[config.mk]
export PLATFORM = sky130hd
export DESIGN_NAME = modbus_rtu_register_slave
export DESIGN_NICKNAME = d
export VERILOG_FILES = /design/src/rtl/mrs_pkg.sv /design/src/rtl/mrs_crc.sv /design/src/rtl/modbus_rtu_register_slave.sv
export SDC_FILE = /design/constraint.sdc
export NUM_CORES = 1
export LEC_CHECK = 0
export BUFFER_PORTS_ARGS = -buffer_cell sky130_fd_sc_hd__buf_2
export CAP_MARGIN = 40
export CELL_PAD_IN_SITES_DETAIL_PLACEMENT = 1
export CELL_PAD_IN_SITES_GLOBAL_PLACEMENT = 2
export CORE_UTILIZATION = 50
export CTS_BUF_LIST = sky130_fd_sc_hd__clkbuf_8
export DETAILED_ROUTE_END_ITERATION = 10
export PLACE_DENSITY_LB_ADDON = 0.15
export SYNTH_ARGS = -nofsm -noshare
export SYNTH_HDL_FRONTEND = slang
export SYNTH_SLANG_ARGS = --single-unit
[constraint.sdc]
create_clock -name clk -period 6.1 [get_ports clk]
set_clock_uncertainty 0.2 [all_clocks]
set_input_delay 0.61 -clock clk [delete_from_list [all_inputs] [get_ports clk]]
set_output_delay 0.61 -clock clk [all_outputs]
set_load 0.005 [all_outputs]
[src/rtl/mrs_pkg.sv]
package mrs_pkg;

  localparam logic [15:0] CRC_INIT = 16'hFFFF;
  localparam logic [15:0] CRC_POLY = 16'hA001;
  localparam logic [7:0]  FN_READ  = 8'h03;
  localparam logic [7:0]  FN_WRITE = 8'h06;
  localparam logic [15:0] CMD_REG  = 16'd19;
  localparam int          MIN_LEN  = 8;

  typedef enum logic [3:0] {
    ST_IDLE,
    ST_CHECK,
    ST_CRC_RD,
    ST_CRC_FEED,
    ST_CRC_FIN,
    ST_VERIFY,
    ST_READ,
    ST_ECHO_RD,
    ST_ECHO_OUT
  } state_t;

  typedef struct packed {
    logic       init;
    logic       load;
    logic [7:0] data;
  } crc_ctl_t;

endpackage

[src/rtl/mrs_crc.sv]
module mrs_crc (
  input  logic             clk,
  input  logic             rst_n,
  input  mrs_pkg::crc_ctl_t ctl,
  output logic [15:0]      crc,
  output logic             busy
);

  logic [15:0] crc_r, crc_nxt;
  logic [3:0]  bit_r, bit_nxt;

  always_comb begin
    crc_nxt = crc_r;
    bit_nxt = bit_r;
    priority if (ctl.init) begin
      crc_nxt = mrs_pkg::CRC_INIT;
      bit_nxt = 4'd0;
    end else if (ctl.load) begin
      crc_nxt = crc_r ^ {8'h00, ctl.data};
      bit_nxt = 4'd8;
    end else if (bit_r != 4'd0) begin
      crc_nxt = crc_r[0] ? ((crc_r >> 1) ^ mrs_pkg::CRC_POLY) : (crc_r >> 1);
      bit_nxt = bit_r - 4'd1;
    end
  end

  always_ff @(posedge clk) begin
    if (!rst_n) begin
      crc_r <= mrs_pkg::CRC_INIT;
      bit_r <= 4'd0;
    end else begin
      crc_r <= crc_nxt;
      bit_r <= bit_nxt;
    end
  end

  assign crc  = crc_r;
  assign busy = (bit_r != 4'd0);

endmodule

[src/rtl/modbus_rtu_register_slave.sv]
// channel | dir | tdata (low bit up)                        | tuser | tlast
// in_     | in  | rx_byte, load_index, load_value, zero pad | func  | frame_end
// out_    | out | tx_byte, drive_bits, zero pad             | -     | tx_last
// cfg_    | in  | device_address                            | -     | -
// a byte or table load is accepted whenever idle; a closing byte is followed by a crc walk
// over the stored frame on the bit-serial crc unit; a read response waits for the crc unit
// before each byte, an echo replays the stored frame; in_tready is low from frame close
// until the frame is dropped or the last response byte is in the output register
// output stalls only hold the response; reset clears the table and command word
module modbus_rtu_register_slave #(
  parameter int FRAME_BYTES = 64,
  parameter int TABLE_WORDS = 24
) (
  input  logic        clk,
  input  logic        rst_n,
  input  logic        cfg_wr_en,
  input  logic [7:0]  cfg_wr_data,   // device_address
  input  logic        in_tvalid,
  output logic        in_tready,
  input  logic [31:0] in_tdata,      // rx_byte, load_index, load_value
  input  logic        in_tuser,      // func
  input  logic        in_tlast,      // frame_end
  output logic        out_tvalid,
  input  logic        out_tready,
  output logic [15:0] out_tdata,     // tx_byte, drive_bits
  output logic        out_tlast      // tx_last
);

  localparam int AW = $clog2(FRAME_BYTES);
  localparam int CW = $clog2(FRAME_BYTES + 1);
  localparam int TW = $clog2(TABLE_WORDS);
  localparam int PW = $clog2(FRAME_BYTES + 2 * TABLE_WORDS + 6);

  mrs_pkg::state_t st_r, st_nxt;
  logic [CW-1:0] cnt_r, len_r;
  logic [PW-1:0] pos_r, pos_nxt, ntot_r, ntot_nxt;
  logic [7:0]    hdr_r [6];
  logic [7:0]    lb0_r, lb1_r, dev_r, mem_q_r;
  logic [15:0]   cmd_r;
  logic [15:0]   tab_r [TABLE_WORDS];
  logic [7:0]    mem [FRAME_BYTES];
  logic          ovalid_r, olast_r;
  logic [7:0]    obyte_r;
  logic [3:0]    odrive_r;

  mrs_pkg::crc_ctl_t crc_ctl;
  logic [15:0]   crc_val;
  logic          crc_busy;

  logic          in_acc, slot_free, ld_out, ld_last, cmd_we, range_ok;
  logic [7:0]    ld_byte, in_rx, resp_byte;
  logic [4:0]    in_lidx;
  logic [15:0]   in_lval, rd_addr, rd_qty, word;
  logic [CW-1:0] cnt_inc;
  logic [PW-1:0] len_p, word_off;
  logic [15:0]   tidx;

  mrs_crc u_crc (
    .clk  (clk),
    .rst_n(rst_n),
    .ctl  (crc_ctl),
    .crc  (crc_val),
    .busy (crc_busy)
  );

  assign in_rx   = in_tdata[7:0];
  assign in_lidx = in_tdata[12:8];
  assign in_lval = in_tdata[28:13];
  assign in_tready = (st_r == mrs_pkg::ST_IDLE);
  assign in_acc    = in_tvalid && in_tready;
  assign slot_free = !ovalid_r || out_tready;
  assign cnt_inc   = (cnt_r < CW'(FRAME_BYTES)) ? cnt_r + CW'(1) : cnt_r;
  assign len_p     = PW'(len_r);

  assign rd_addr  = {hdr_r[2], hdr_r[3]};
  assign rd_qty   = {hdr_r[4], hdr_r[5]};
  assign range_ok = (rd_qty != 16'd0) &&
                    (({1'b0, rd_addr} + {1'b0, rd_qty}) <= 17'(TABLE_WORDS));
  assign word_off = (pos_r - PW'(3)) >> 1;
  assign tidx     = rd_addr + 16'(word_off);
  assign word     = (tidx < 16'(TABLE_WORDS)) ? tab_r[tidx[TW-1:0]] : 16'd0;

  always_comb begin
    priority if (pos_r == PW'(0))             resp_byte = dev_r;
    else if (pos_r == PW'(1))                 resp_byte = mrs_pkg::FN_READ;
    else if (pos_r == PW'(2))                 resp_byte = {rd_qty[6:0], 1'b0};
    else if (pos_r == ntot_r - PW'(2))        resp_byte = crc_val[7:0];
    else if (pos_r == ntot_r - PW'(1))        resp_byte = crc_val[15:8];
    else if (pos_r[0])                        resp_byte = word[15:8];
    else                                      resp_byte = word[7:0];
  end

  always_comb begin
    st_nxt   = st_r;
    pos_nxt  = pos_r;
    ntot_nxt = ntot_r;
    crc_ctl  = '0;
    ld_out   = 1'b0;
    ld_byte  = mem_q_r;
    ld_last  = 1'b0;
    cmd_we   = 1'b0;
    unique case (st_r)
      mrs_pkg::ST_IDLE: begin
        if (in_acc && !in_tuser && in_tlast) st_nxt = mrs_pkg::ST_CHECK;
      end
      mrs_pkg::ST_CHECK: begin
        if (len_r < CW'(mrs_pkg::MIN_LEN) || hdr_r[0] != dev_r) begin
          st_nxt = mrs_pkg::ST_IDLE;
        end else begin
          crc_ctl.init = 1'b1;
          pos_nxt = '0;
          st_nxt  = mrs_pkg::ST_CRC_RD;
        end
      end
      mrs_pkg::ST_CRC_RD: begin
        if (!crc_busy) st_nxt = mrs_pkg::ST_CRC_FEED;
      end
      mrs_pkg::ST_CRC_FEED: begin
        crc_ctl.load = 1'b1;
        crc_ctl.data = mem_q_r;
        pos_nxt = pos_r + PW'(1);
        st_nxt  = (pos_r + PW'(1) == len_p - PW'(2)) ? mrs_pkg::ST_CRC_FIN
                                                     : mrs_pkg::ST_CRC_RD;
      end
      mrs_pkg::ST_CRC_FIN: begin
        if (!crc_busy) st_nxt = mrs_pkg::ST_VERIFY;
      end
      mrs_pkg::ST_VERIFY: begin
        pos_nxt = '0;
        st_nxt  = mrs_pkg::ST_IDLE;
        if (crc_val == {lb0_r, lb1_r}) begin
          if (hdr_r[1] == mrs_pkg::FN_READ && range_ok) begin
            crc_ctl.init = 1'b1;
            ntot_nxt = PW'({rd_qty[6:0], 1'b0}) + PW'(5);
            st_nxt   = mrs_pkg::ST_READ;
          end else if (hdr_r[1] == mrs_pkg::FN_WRITE && rd_addr == mrs_pkg::CMD_REG) begin
            cmd_we = 1'b1;
            st_nxt = mrs_pkg::ST_ECHO_RD;
          end
        end
      end
      mrs_pkg::ST_READ: begin
        if (slot_free && !crc_busy) begin
          ld_out  = 1'b1;
          ld_byte = resp_byte;
          ld_last = (pos_r == ntot_r - PW'(1));
          if (pos_r < ntot_r - PW'(2)) begin
            crc_ctl.load = 1'b1;
            crc_ctl.data = resp_byte;
          end
          pos_nxt = pos_r + PW'(1);
          if (ld_last) st_nxt = mrs_pkg::ST_IDLE;
        end
      end
      mrs_pkg::ST_ECHO_RD: begin
        st_nxt = mrs_pkg::ST_ECHO_OUT;
      end
      mrs_pkg::ST_ECHO_OUT: begin
        if (slot_free) begin
          ld_out  = 1'b1;
          ld_last = (pos_r == len_p - PW'(1));
          pos_nxt = pos_r + PW'(1);
          st_nxt  = ld_last ? mrs_pkg::ST_IDLE : mrs_pkg::ST_ECHO_RD;
        end
      end
      default: st_nxt = mrs_pkg::ST_IDLE;
    endcase
  end

  always_ff @(posedge clk) begin
    if (!rst_n) begin
      st_r     <= mrs_pkg::ST_IDLE;
      cnt_r    <= '0;
      pos_r    <= '0;
      ovalid_r <= 1'b0;
      dev_r    <= 8'd1;
      cmd_r    <= 16'd0;
    end else begin
      st_r  <= st_nxt;
      pos_r <= pos_nxt;
      if (cfg_wr_en) dev_r <= cfg_wr_data;
      if (cmd_we) cmd_r <= rd_qty;
      if (in_acc && !in_tuser) cnt_r <= in_tlast ? '0 : cnt_inc;
      if (ld_out) ovalid_r <= 1'b1;
      else if (out_tready) ovalid_r <= 1'b0;
    end
  end

  always_ff @(posedge clk) begin
    if (!rst_n) begin
      for (int i = 0; i < TABLE_WORDS; i++) tab_r[i] <= 16'd0;
    end else begin
      if (in_acc && in_tuser && ({27'd0, in_lidx} < 32'(TABLE_WORDS)))
        tab_r[in_lidx[TW-1:0]] <= in_lval;
      if (cmd_we) tab_r[mrs_pkg::CMD_REG[TW-1:0]] <= rd_qty;
    end
  end

  always_ff @(posedge clk) begin
    ntot_r  <= ntot_nxt;
    mem_q_r <= mem[pos_r[AW-1:0]];
    if (in_acc && !in_tuser) begin
      if (cnt_r < CW'(FRAME_BYTES)) begin
        mem[cnt_r[AW-1:0]] <= in_rx;
        lb0_r <= in_rx;
        lb1_r <= lb0_r;
        for (int i = 0; i < 6; i++)
          if (cnt_r == CW'(i)) hdr_r[i] <= in_rx;
      end
      if (in_tlast) len_r <= cnt_inc;
    end
    if (ld_out) begin
      obyte_r  <= ld_byte;
      olast_r  <= ld_last;
      odrive_r <= cmd_r[3:0];
    end
  end

  assign out_tvalid = ovalid_r;
  assign out_tdata  = {4'd0, odrive_r, obyte_r};
  assign out_tlast  = olast_r;

`ifndef SYNTHESIS
  a_idle_crc_quiet: assert property (@(posedge clk) disable iff (!rst_n)
    in_tready |-> !crc_busy) else $error("crc unit busy while idle");
  a_load_when_free: assert property (@(posedge clk) disable iff (!rst_n)
    crc_ctl.load |-> !crc_busy) else $error("crc load while busy");
  a_verify_len: assert property (@(posedge clk) disable iff (!rst_n)
    (st_r == mrs_pkg::ST_VERIFY) |-> (len_r >= CW'(mrs_pkg::MIN_LEN)))
    else $error("short frame reached verify");
`endif

endmodule
==> metrics.txt, run 1 <==
# TYPE chip_impl_metric gauge
chip_impl_metric{name="critPathMaxFanout",unit=""} 62
chip_impl_info{name="hold_end",value="tab_r[30][15]"} 1
chip_impl_metric{name="final_antenna_net_count",unit=""} 0
chip_impl_metric{name="slew_viol_final",unit=""} 0
chip_impl_metric{name="yosys_warnings",unit=""} 0
chip_impl_metric{name="sw_frac_of_total",unit=""} 0.237
chip_impl_metric{name="final_net_count",unit=""} 3495
chip_impl_metric{name="drtIter0Drc",unit=""} 2856
chip_impl_metric{name="setup_tns",unit="ns"} 0
chip_impl_info{name="synth_top_cell_by_area",value="sky130_fd_sc_hd__edfxtp_1"} 1
chip_impl_metric{name="cp.arrival",unit="ns"} 5.88
chip_impl_metric{name="r2r.worst_path.cells",unit=""} 12
chip_impl_metric{name="post-cts-setup-buffers",unit=""} 0
chip_impl_metric{name="cts_sinks",unit=""} 1173
chip_impl_info{name="timing.hold.worst.class",value="input pin to register"} 1
chip_impl_metric{name="layout-area-overhead-vs-synth",unit="%"} 12.5
chip_impl_metric{name="synth_top_area_frac",unit=""} 0.654
chip_impl_metric{name="floorplan.die_area",unit="mm²"} 0.104
chip_impl_metric{name="hold_violations",unit=""} 0
chip_impl_metric{name="power.net_switching",unit="mW"} 3.85
chip_impl_info{name="crit_type",value="register to register"} 1
chip_impl_metric{name="cts_repair_resize_count",unit=""} 0
chip_impl_metric{name="finalCriticalPeriod",unit="ns"} 5.44
chip_impl_metric{name="dr.pass1.iters",unit=""} 5
chip_impl_metric{name="pwr_density_cell",unit="mW/mm²"} 282
chip_impl_metric{name="worst_ir_drop_vdd",unit="V"} 0.000237
chip_impl_metric{name="nFillCells",unit=""} 9398
chip_impl_info{name="worst_path_dominant_cell_family",value="adder cells"} 1
chip_impl_metric{name="seq_total_area_yosys",unit=""} 0.677
chip_impl_info{name="outcome",value="completed"} 1
chip_impl_info{name="critical_path.endpoint_type",value="register"} 1
chip_impl_metric{name="num_io_pins",unit=""} 66
chip_impl_metric{name="first_global_vias",unit=""} 31000
chip_impl_metric{name="gp_congestion",unit=""} 0.865
chip_impl_metric{name="worst-r2r-setup-slack",unit="ns"} 0.66
chip_impl_metric{name="grt_max_degree",unit=""} 128
chip_impl_metric{name="max_freq",unit="GHz"} 0.184
chip_impl_metric{name="data_required_time_at_the_worst_endpoint",unit="ns"} 6.54
chip_impl_metric{name="initial_core_util",unit=""} 0.508
chip_impl_metric{name="antenna_found_initial",unit=""} 8
chip_impl_metric{name="wire_length_per_cell",unit="µm"} 28.0
chip_impl_info{name="regToRegStartpoint",value="pos_r[0]"} 1
chip_impl_metric{name="syn_area_per_cell",unit="µm²"} 16.5
chip_impl_info{name="startpoint_type",value="register"} 1
chip_impl_metric{name="yosys.cell_types.count",unit=""} 82
chip_impl_metric{name="layout.cell_area.non_filler",unit="mm²"} 0.0575
chip_impl_info{name="rsz0062_at_grt",value="false"} 1
chip_impl_info{name="hold_path.startpoint",value="in_tdata[28]"} 1
chip_impl_metric{name="grt_pass1_wl",unit="µm"} 203000
chip_impl_metric{name="postCtsHoldBufs",unit=""} 20
chip_impl_info{name="most_common_flop_cell_mapped_by_yosys",value="sky130_fd_sc_hd__edfxtp_1"} 1
chip_impl_metric{name="number_of_synthesized_flops_with_an_enable_pin",unit=""} 1114
chip_impl_metric{name="p_int",unit="mW"} 12.4
chip_impl_metric{name="cellLeakagePower",unit="nW"} 19.9
chip_impl_info{name="timing.critical_path.cells",value="inv_1, ha_1, ha_4, inv_1, fa_4, buf_12, mux4_2, mux4_2, mux4_2, nand4b_1, a211oi_1, a21o_1"} 1
chip_impl_info{name="synth.area.top_cells",value="sky130_fd_sc_hd__edfxtp_1 (65%), sky130_fd_sc_hd__mux4_2 (13%), sky130_fd_sc_hd__and2_1 (4.8%)"} 1
chip_impl_metric{name="drt_drc_violations_left",unit=""} 0
chip_impl_metric{name="cts_buffers",unit=""} 187
chip_impl_metric{name="timing.critical_path.buf_inv",unit=""} 3
chip_impl_metric{name="timing.final.setup_violations",unit=""} 0
chip_impl_metric{name="hold-path-cell-count",unit=""} 1
chip_impl_metric{name="max_cap_viol_count",unit=""} 0
chip_impl_metric{name="synth_cells",unit=""} 3090
chip_impl_metric{name="final_min_period_over_clock_period",unit=""} 0.892
chip_impl_info{name="clock-root-buffer",value="sky130_fd_sc_hd__clkbuf_8"} 1
chip_impl_metric{name="max-clock-path-buffers",unit=""} 3
chip_impl_metric{name="post_route_cells_drive_above_1_share",unit=""} 0.207
chip_impl_metric{name="p_clk_frac",unit=""} 0.384
chip_impl_info{name="layout.cells.most_common",value="sky130_fd_sc_hd__edfxtp_1"} 1
chip_impl_metric{name="asyncSetResetFlopFracSynth",unit=""} 0
chip_impl_metric{name="clk-insertion-delay-late",unit="ns"} 0.90
chip_impl_metric{name="route.vias.total",unit=""} 29200
chip_impl_metric{name="port_buffers",unit=""} 58
chip_impl_metric{name="die_width",unit="µm"} 322
chip_impl_metric{name="timing.critical_path.slowest_cell_delay",unit="ns"} 1.18
chip_impl_metric{name="comb_power_share",unit=""} 0.050
chip_impl_metric{name="seq_power_share",unit=""} 0.566
chip_impl_metric{name="drt_wl_total",unit="µm"} 138000
chip_impl_metric{name="dp_hpwl",unit="µm"} 88600
chip_impl_metric{name="post_drt_via_cell_ratio",unit=""} 5.94
chip_impl_metric{name="slew_worst_pin",unit="ns"} 1.20
chip_impl_metric{name="groute.usage.overall",unit=""} 0.272
chip_impl_metric{name="globalRoute.totalOverflow",unit=""} 0
chip_impl_info{name="crit_path_frequent_cell",value="sky130_fd_sc_hd__mux4_2"} 1
chip_impl_metric{name="total_standard_cell_area_after_synthesis",unit="mm²"} 0.0511
chip_impl_info{name="worst_path_max_delay_cell",value="sky130_fd_sc_hd__fa_4"} 1
chip_impl_info{name="clock_tree_from_tritoncts",value="yes"} 1
chip_impl_info{name="most-common-layout-cells",value="sky130_fd_sc_hd__edfxtp_1 (1114), sky130_fd_sc_hd__and2_1 (389), sky130_fd_sc_hd__mux4_2 (301), sky130_fd_sc_hd__clkbuf_8 (192), sky130_fd_sc_hd__nor2_1 (163)"} 1
chip_impl_metric{name="ys_seq_elements",unit=""} 1173
chip_impl_metric{name="floorplan.core_area",unit="mm²"} 0.101
chip_impl_metric{name="clk_transition_reported_paths",unit="ns"} 0.07
chip_impl_metric{name="num_rows",unit=""} 116
chip_impl_metric{name="cts-htree-levels",unit=""} 4
chip_impl_metric{name="placed_cell_area",unit="mm²"} 0.0539
chip_impl_info{name="regToRegEndpoint",value="obyte_r[0]"} 1
chip_impl_metric{name="timing.slew.headroom",unit=""} 0.199
chip_impl_metric{name="die_h",unit="µm"} 322
==> cell type report <==
cell class                 instances  area [µm²]  share of cell area
clock inverter                   144         761              0.0132
multi-input combinational       1820       16100               0.280
tap                             1357        1700              0.0295
inverter                          30         113             0.00196
timing repair buffer             191        1560              0.0271
sequential                      1173       34600               0.602
antenna                            4        10.0            0.000174
clock buffer                     192        2640              0.0459
==> logic make-up after synthesis <==
logic type | Yosys count | share of synthesized area
flip-flops | 1173 | 0.677
AND/OR/NAND/NOR | 956 | 0.102
multiplexers | 349 | 0.142
AO/OA/AOI/OAI | 254 | 0.0340
buffers and inverters | 228 | 0.0188
XOR/XNOR | 84 | 0.0144
adder cells (fa/ha/maj) | 45 | 0.0113
other | 1 | 0.0000734
==> through the flow <==
step	setup slack (ns)	hold WS (ns)	power [mW]	utilization	std cells
2_1_floorplan	1.37	0.208	9.75	-	3221
3_3_place_gp	0.623	0.251	10.1	0.532	4525
6_report	0.661	0.0878	16.2	0.571	4911
5_1_grt	0.484	0.0554	16.7	0.571	4910
4_1_cts	0.623	0.0163	16.3	0.571	4906
3_5_place_dp	0.655	0.262	10.1	0.535	4550
==> state kept, by name, indices dropped and copies added, names as in the netlist <==
register	flops
mem	512
tab_r	512
hdr_r	48
u_crc.crc	16
dev_r	8
lb0_r	8
lb1_r	8
mem_q_r	8
obyte_r	8
cnt_r	7
len_p	7
pos_r	7
ntot_r	6
cmd_r	4
odrive_r	4
st_r	4
u_crc.bit_r	4
out_tlast	1
out_tvalid	1
==> Yosys cell counts (all sizes together), types with 5 or more instances <==
library cell,instances
a21boi,9
nand4,19
or3,7
xnor2,49
o22ai,10
a221o,5
edfxtp,1114
o21a,9
a21o,15
buf,64
xor2,35
a31oi,8
o32ai,11
nand2,158
nor4,22
o21ai,63
mux2i,35
nor4b,6
inv,30
nand3,29
or2,11
a211oi,7
nor2b,31
o211ai,9
a22o,19
mux4,301
o2111ai,8
a21oi,37
ha,43
dfxtp,59
nor3b,6
and3,38
nor2,164
o31ai,10
clkbuf,134
nor3,35
a22oi,7
nand4b,7
mux2,13
nand2b,18
and2,390
==> per-layer routing <==
layer  wire length, µm  GRT usage  up-vias  part of all wire
met5                35          0        -           0.00025
met1             59700      0.384    15400              0.43
met4              3470     0.0870        6             0.025
met2             66100      0.436      971              0.48
li1                  -          -    12500                 -
met3              8320     0.0414      222             0.060
==> power by group through the flow <==
stage | Sequential (mW) | Clock (mW) | Combinational [mW]
2_1_floorplan | 9.29 | 0 | 0.464
3_3_place_gp | 9.33 | 0 | 0.730
3_5_place_dp | 9.35 | 0 | 0.789
4_1_cts | 9.19 | 6.35 | 0.807
5_1_grt | 9.20 | 6.64 | 0.874
6_report | 9.19 | 6.23 | 0.809
==> worst max-delay path by stage <==
stage / from / endpoint / slack [ns] / cells after the start
after floorplan: pos_r[1] / obyte_r[0] / 1.37 / 15
after global placement: pos_r[0] / obyte_r[1] / 0.62 / 12
after detailed placement: pos_r[0] / obyte_r[0] / 0.65 / 12
after CTS: pos_r[0] / obyte_r[0] / 0.62 / 12
after global routing: pos_r[0] / u_crc.crc[0] / 0.48 / 13
final: pos_r[0] / obyte_r[0] / 0.66 / 12
Power figures use the tool's default switching activity.
==> inputs of run 2 (changes only) <==
Settings changed: CORE_UTILIZATION 50 to 45, SKIP_LAST_GASP from default to 1.
Clock period 6.1 ns to 4.88 ns, I/O delays scaled along.
==> run 2 against run 1 <==
Critical path depth rose by 1. Combinational power rose by 29%. Utilization fell by 5.2 points. First-iteration DRC count fell by 13%. Fmax rose by 15%. Clock power rose by 28%. Flip-flop and latch count did not move.
==> metrics.txt, run 2 (synthesis gave the netlist of run 1 again) <==
# TYPE chip_impl_metric gauge
chip_impl_metric{name="pwr_density_cell",unit="mW/mm²"} 351
chip_impl_metric{name="layout.cell_area.non_filler",unit="mm²"} 0.0584
chip_impl_metric{name="dr.pass1.iters",unit=""} 5
chip_impl_metric{name="max_freq",unit="GHz"} 0.212
chip_impl_metric{name="slew_viol_final",unit=""} 0
chip_impl_metric{name="gp_congestion",unit=""} 0.877
chip_impl_metric{name="cts_sinks",unit=""} 1173
chip_impl_info{name="crit_type",value="register to register"} 1
chip_impl_info{name="timing.hold.worst.class",value="input pin to register"} 1
chip_impl_info{name="clock-root-buffer",value="sky130_fd_sc_hd__clkbuf_8"} 1
chip_impl_info{name="hold_path.startpoint",value="in_tdata[2]"} 1
chip_impl_metric{name="num_rows",unit=""} 123
chip_impl_metric{name="clk-insertion-delay-late",unit="ns"} 0.89
chip_impl_info{name="regToRegEndpoint",value="u_crc.crc[0]"} 1
chip_impl_info{name="startpoint_type",value="register"} 1
chip_impl_metric{name="r2r.worst_path.cells",unit=""} 13
chip_impl_metric{name="layout-area-overhead-vs-synth",unit="%"} 14.2
chip_impl_metric{name="hold_violations",unit=""} 0
chip_impl_metric{name="clk_transition_reported_paths",unit="ns"} 0.06
chip_impl_metric{name="antenna_found_initial",unit=""} 11
chip_impl_metric{name="slew_worst_pin",unit="ns"} 0.981
chip_impl_metric{name="initial_core_util",unit=""} 0.454
chip_impl_metric{name="cp.arrival",unit="ns"} 5.25
chip_impl_metric{name="drtIter0Drc",unit=""} 2476
chip_impl_metric{name="port_buffers",unit=""} 58
chip_impl_info{name="critical_path.endpoint_type",value="register"} 1
chip_impl_metric{name="die_h",unit="µm"} 339
chip_impl_metric{name="route.vias.total",unit=""} 28800
chip_impl_metric{name="floorplan.core_area",unit="mm²"} 0.112
chip_impl_metric{name="timing.critical_path.buf_inv",unit=""} 3
chip_impl_metric{name="drt_wl_total",unit="µm"} 139000
chip_impl_metric{name="comb_power_share",unit=""} 0.051
chip_impl_metric{name="cts-htree-levels",unit=""} 4
chip_impl_metric{name="final_min_period_over_clock_period",unit=""} 0.966
chip_impl_metric{name="timing.critical_path.slowest_cell_delay",unit="ns"} 0.91
chip_impl_metric{name="die_width",unit="µm"} 339
chip_impl_metric{name="p_int",unit="mW"} 15.7
chip_impl_info{name="worst_path_max_delay_cell",value="sky130_fd_sc_hd__fa_4"} 1
chip_impl_info{name="worst_path_dominant_cell_family",value="adder cells"} 1
chip_impl_metric{name="max_cap_viol_count",unit=""} 0
chip_impl_metric{name="groute.usage.overall",unit=""} 0.243
chip_impl_info{name="hold_end",value="mem[61][2]"} 1
chip_impl_metric{name="worst_ir_drop_vdd",unit="V"} 0.000236
chip_impl_metric{name="finalCriticalPeriod",unit="ns"} 4.71
chip_impl_metric{name="seq_power_share",unit=""} 0.560
chip_impl_metric{name="timing.hold.ws",unit="ns"} 0.121
chip_impl_metric{name="worst-r2r-setup-slack",unit="ns"} 0.17
chip_impl_metric{name="cellLeakagePower",unit="nW"} 20.2
chip_impl_metric{name="power.net_switching",unit="mW"} 4.85
chip_impl_metric{name="post_route_cells_drive_above_1_share",unit=""} 0.215
chip_impl_metric{name="critPathMaxFanout",unit=""} 35
chip_impl_metric{name="post-cts-setup-buffers",unit=""} 0
chip_impl_metric{name="timing.slew.headroom",unit=""} 0.346
chip_impl_metric{name="globalRoute.totalOverflow",unit=""} 0
chip_impl_metric{name="final_net_count",unit=""} 3558
chip_impl_info{name="clock_tree_from_tritoncts",value="yes"} 1
chip_impl_metric{name="drt_drc_violations_left",unit=""} 0
chip_impl_metric{name="cts_buffers",unit=""} 193
chip_impl_metric{name="sw_frac_of_total",unit=""} 0.236
chip_impl_metric{name="first_global_vias",unit=""} 30900
chip_impl_metric{name="floorplan.die_area",unit="mm²"} 0.115
chip_impl_info{name="timing.critical_path.cells",value="inv_1, ha_1, ha_4, inv_1, fa_4, buf_12, mux4_2, mux4_2, mux4_2, nand4b_1, a21oi_1, nor3_1, o21ai_1"} 1
chip_impl_info{name="crit_path_frequent_cell",value="sky130_fd_sc_hd__mux4_2"} 1
chip_impl_metric{name="hold-path-cell-count",unit=""} 2
chip_impl_metric{name="dp_hpwl",unit="µm"} 90400
chip_impl_info{name="outcome",value="completed"} 1
chip_impl_metric{name="num_io_pins",unit=""} 66
chip_impl_metric{name="max-clock-path-buffers",unit=""} 3
chip_impl_info{name="layout.cells.most_common",value="sky130_fd_sc_hd__edfxtp_1"} 1
chip_impl_metric{name="p_clk_frac",unit=""} 0.389
chip_impl_metric{name="data_required_time_at_the_worst_endpoint",unit="ns"} 5.41
chip_impl_metric{name="placed_cell_area",unit="mm²"} 0.0544
chip_impl_metric{name="grt_pass1_wl",unit="µm"} 204000
chip_impl_metric{name="grt_max_degree",unit=""} 72
chip_impl_info{name="rsz0062_at_grt",value="false"} 1
chip_impl_metric{name="final_antenna_net_count",unit=""} 0
chip_impl_metric{name="timing.final.setup_violations",unit=""} 0
chip_impl_info{name="regToRegStartpoint",value="pos_r[1]"} 1
chip_impl_info{name="most-common-layout-cells",value="sky130_fd_sc_hd__edfxtp_1 (1114), sky130_fd_sc_hd__and2_1 (389), sky130_fd_sc_hd__mux4_2 (301), sky130_fd_sc_hd__clkbuf_8 (203), sky130_fd_sc_hd__nor2_1 (163)"} 1
chip_impl_metric{name="post_drt_via_cell_ratio",unit=""} 5.63
chip_impl_metric{name="wire_length_per_cell",unit="µm"} 27.1
run 2: what timing repair did:
item	in CTS	in global routing
resized for setup	0	4
endpoints found under the hold margin	221	0
hold buffers	40	0
setup endpoints to repair	0	2
run 2: final cells by class:
cell class	count	area, µm²
well taps	1500	1880
fillers	10600	54100
diodes	5	12.5
clock inverters	143	746
multi-input cells	1820	16100
flip-flops and latches	1173	34600
repair buffers	248	2080
inverters	30	113
clock buffers	203	2790
run 2: power by group through the flow:
stage,Clock [mW],Sequential (mW),Combinational (mW)
CTS,8.21,11.5,1.04
global route,8.57,11.5,1.13
detailed placement,0,11.7,1.01
finish,7.98,11.5,1.04
floorplan,0,11.6,0.581
global placement,0,11.7,0.952
run 2: worst register-to-register path, stage by stage (launching register included):
cell	delay (ns)
sky130_fd_sc_hd__dfxtp_4	0.38
sky130_fd_sc_hd__inv_1	0.07
sky130_fd_sc_hd__ha_1	0.41
sky130_fd_sc_hd__ha_4	0.18
sky130_fd_sc_hd__inv_1	0.06
sky130_fd_sc_hd__fa_4	0.91
sky130_fd_sc_hd__buf_12	0.28
sky130_fd_sc_hd__mux4_2	0.44
sky130_fd_sc_hd__mux4_2	0.51
sky130_fd_sc_hd__mux4_2	0.58
sky130_fd_sc_hd__nand4b_1	0.20
sky130_fd_sc_hd__a21oi_1	0.13
sky130_fd_sc_hd__nor3_1	0.20
sky130_fd_sc_hd__o21ai_1	0.08
run 2: worst max path at each step:
| stage | startpoint | to | slack [ns] | cells after the start |
|---|---|---|---|---|
| detailed placement | pos_r[1] | u_crc.crc[1] | 0.008 | 17 |
| global route | pos_r[1] | u_crc.crc[7] | 0.006 | 17 |
| CTS | pos_r[1] | u_crc.crc[1] | 0.003 | 17 |
| finish | pos_r[1] | u_crc.crc[0] | 0.17 | 13 |
| floorplan | pos_r[1] | obyte_r[0] | 0.15 | 15 |
| global placement | pos_r[1] | u_crc.crc[1] | -0.33 | 16 |
run 2: layer usage:
metal,vias up,global-route usage,part of all wire
met2,802,0.393,0.48
li1,12700,-,-
met4,4,0.0765,0.027
met3,194,0.0396,0.055
met1,15200,0.338,0.44
met5,-,0,0.00022
run 2: per-stage QoR:
| stage | setup slack, ns | utilization | std cells | TNS [ns] | total power, mW |
|---|---|---|---|---|---|
| 2_1_floorplan | 0.148 | - | 3221 | 0 | 12.2 |
| 3_3_place_gp | -0.326 | 0.481 | 4706 | -0.607 | 12.6 |
| 3_5_place_dp | 0.00811 | 0.484 | 4729 | 0 | 12.7 |
| 4_1_cts | 0.00284 | 0.519 | 5115 | 0 | 20.7 |
| 5_1_grt | 0.00571 | 0.519 | 5118 | 0 | 21.2 |
| 6_report | 0.167 | 0.519 | 5122 | 0 | 20.5 |
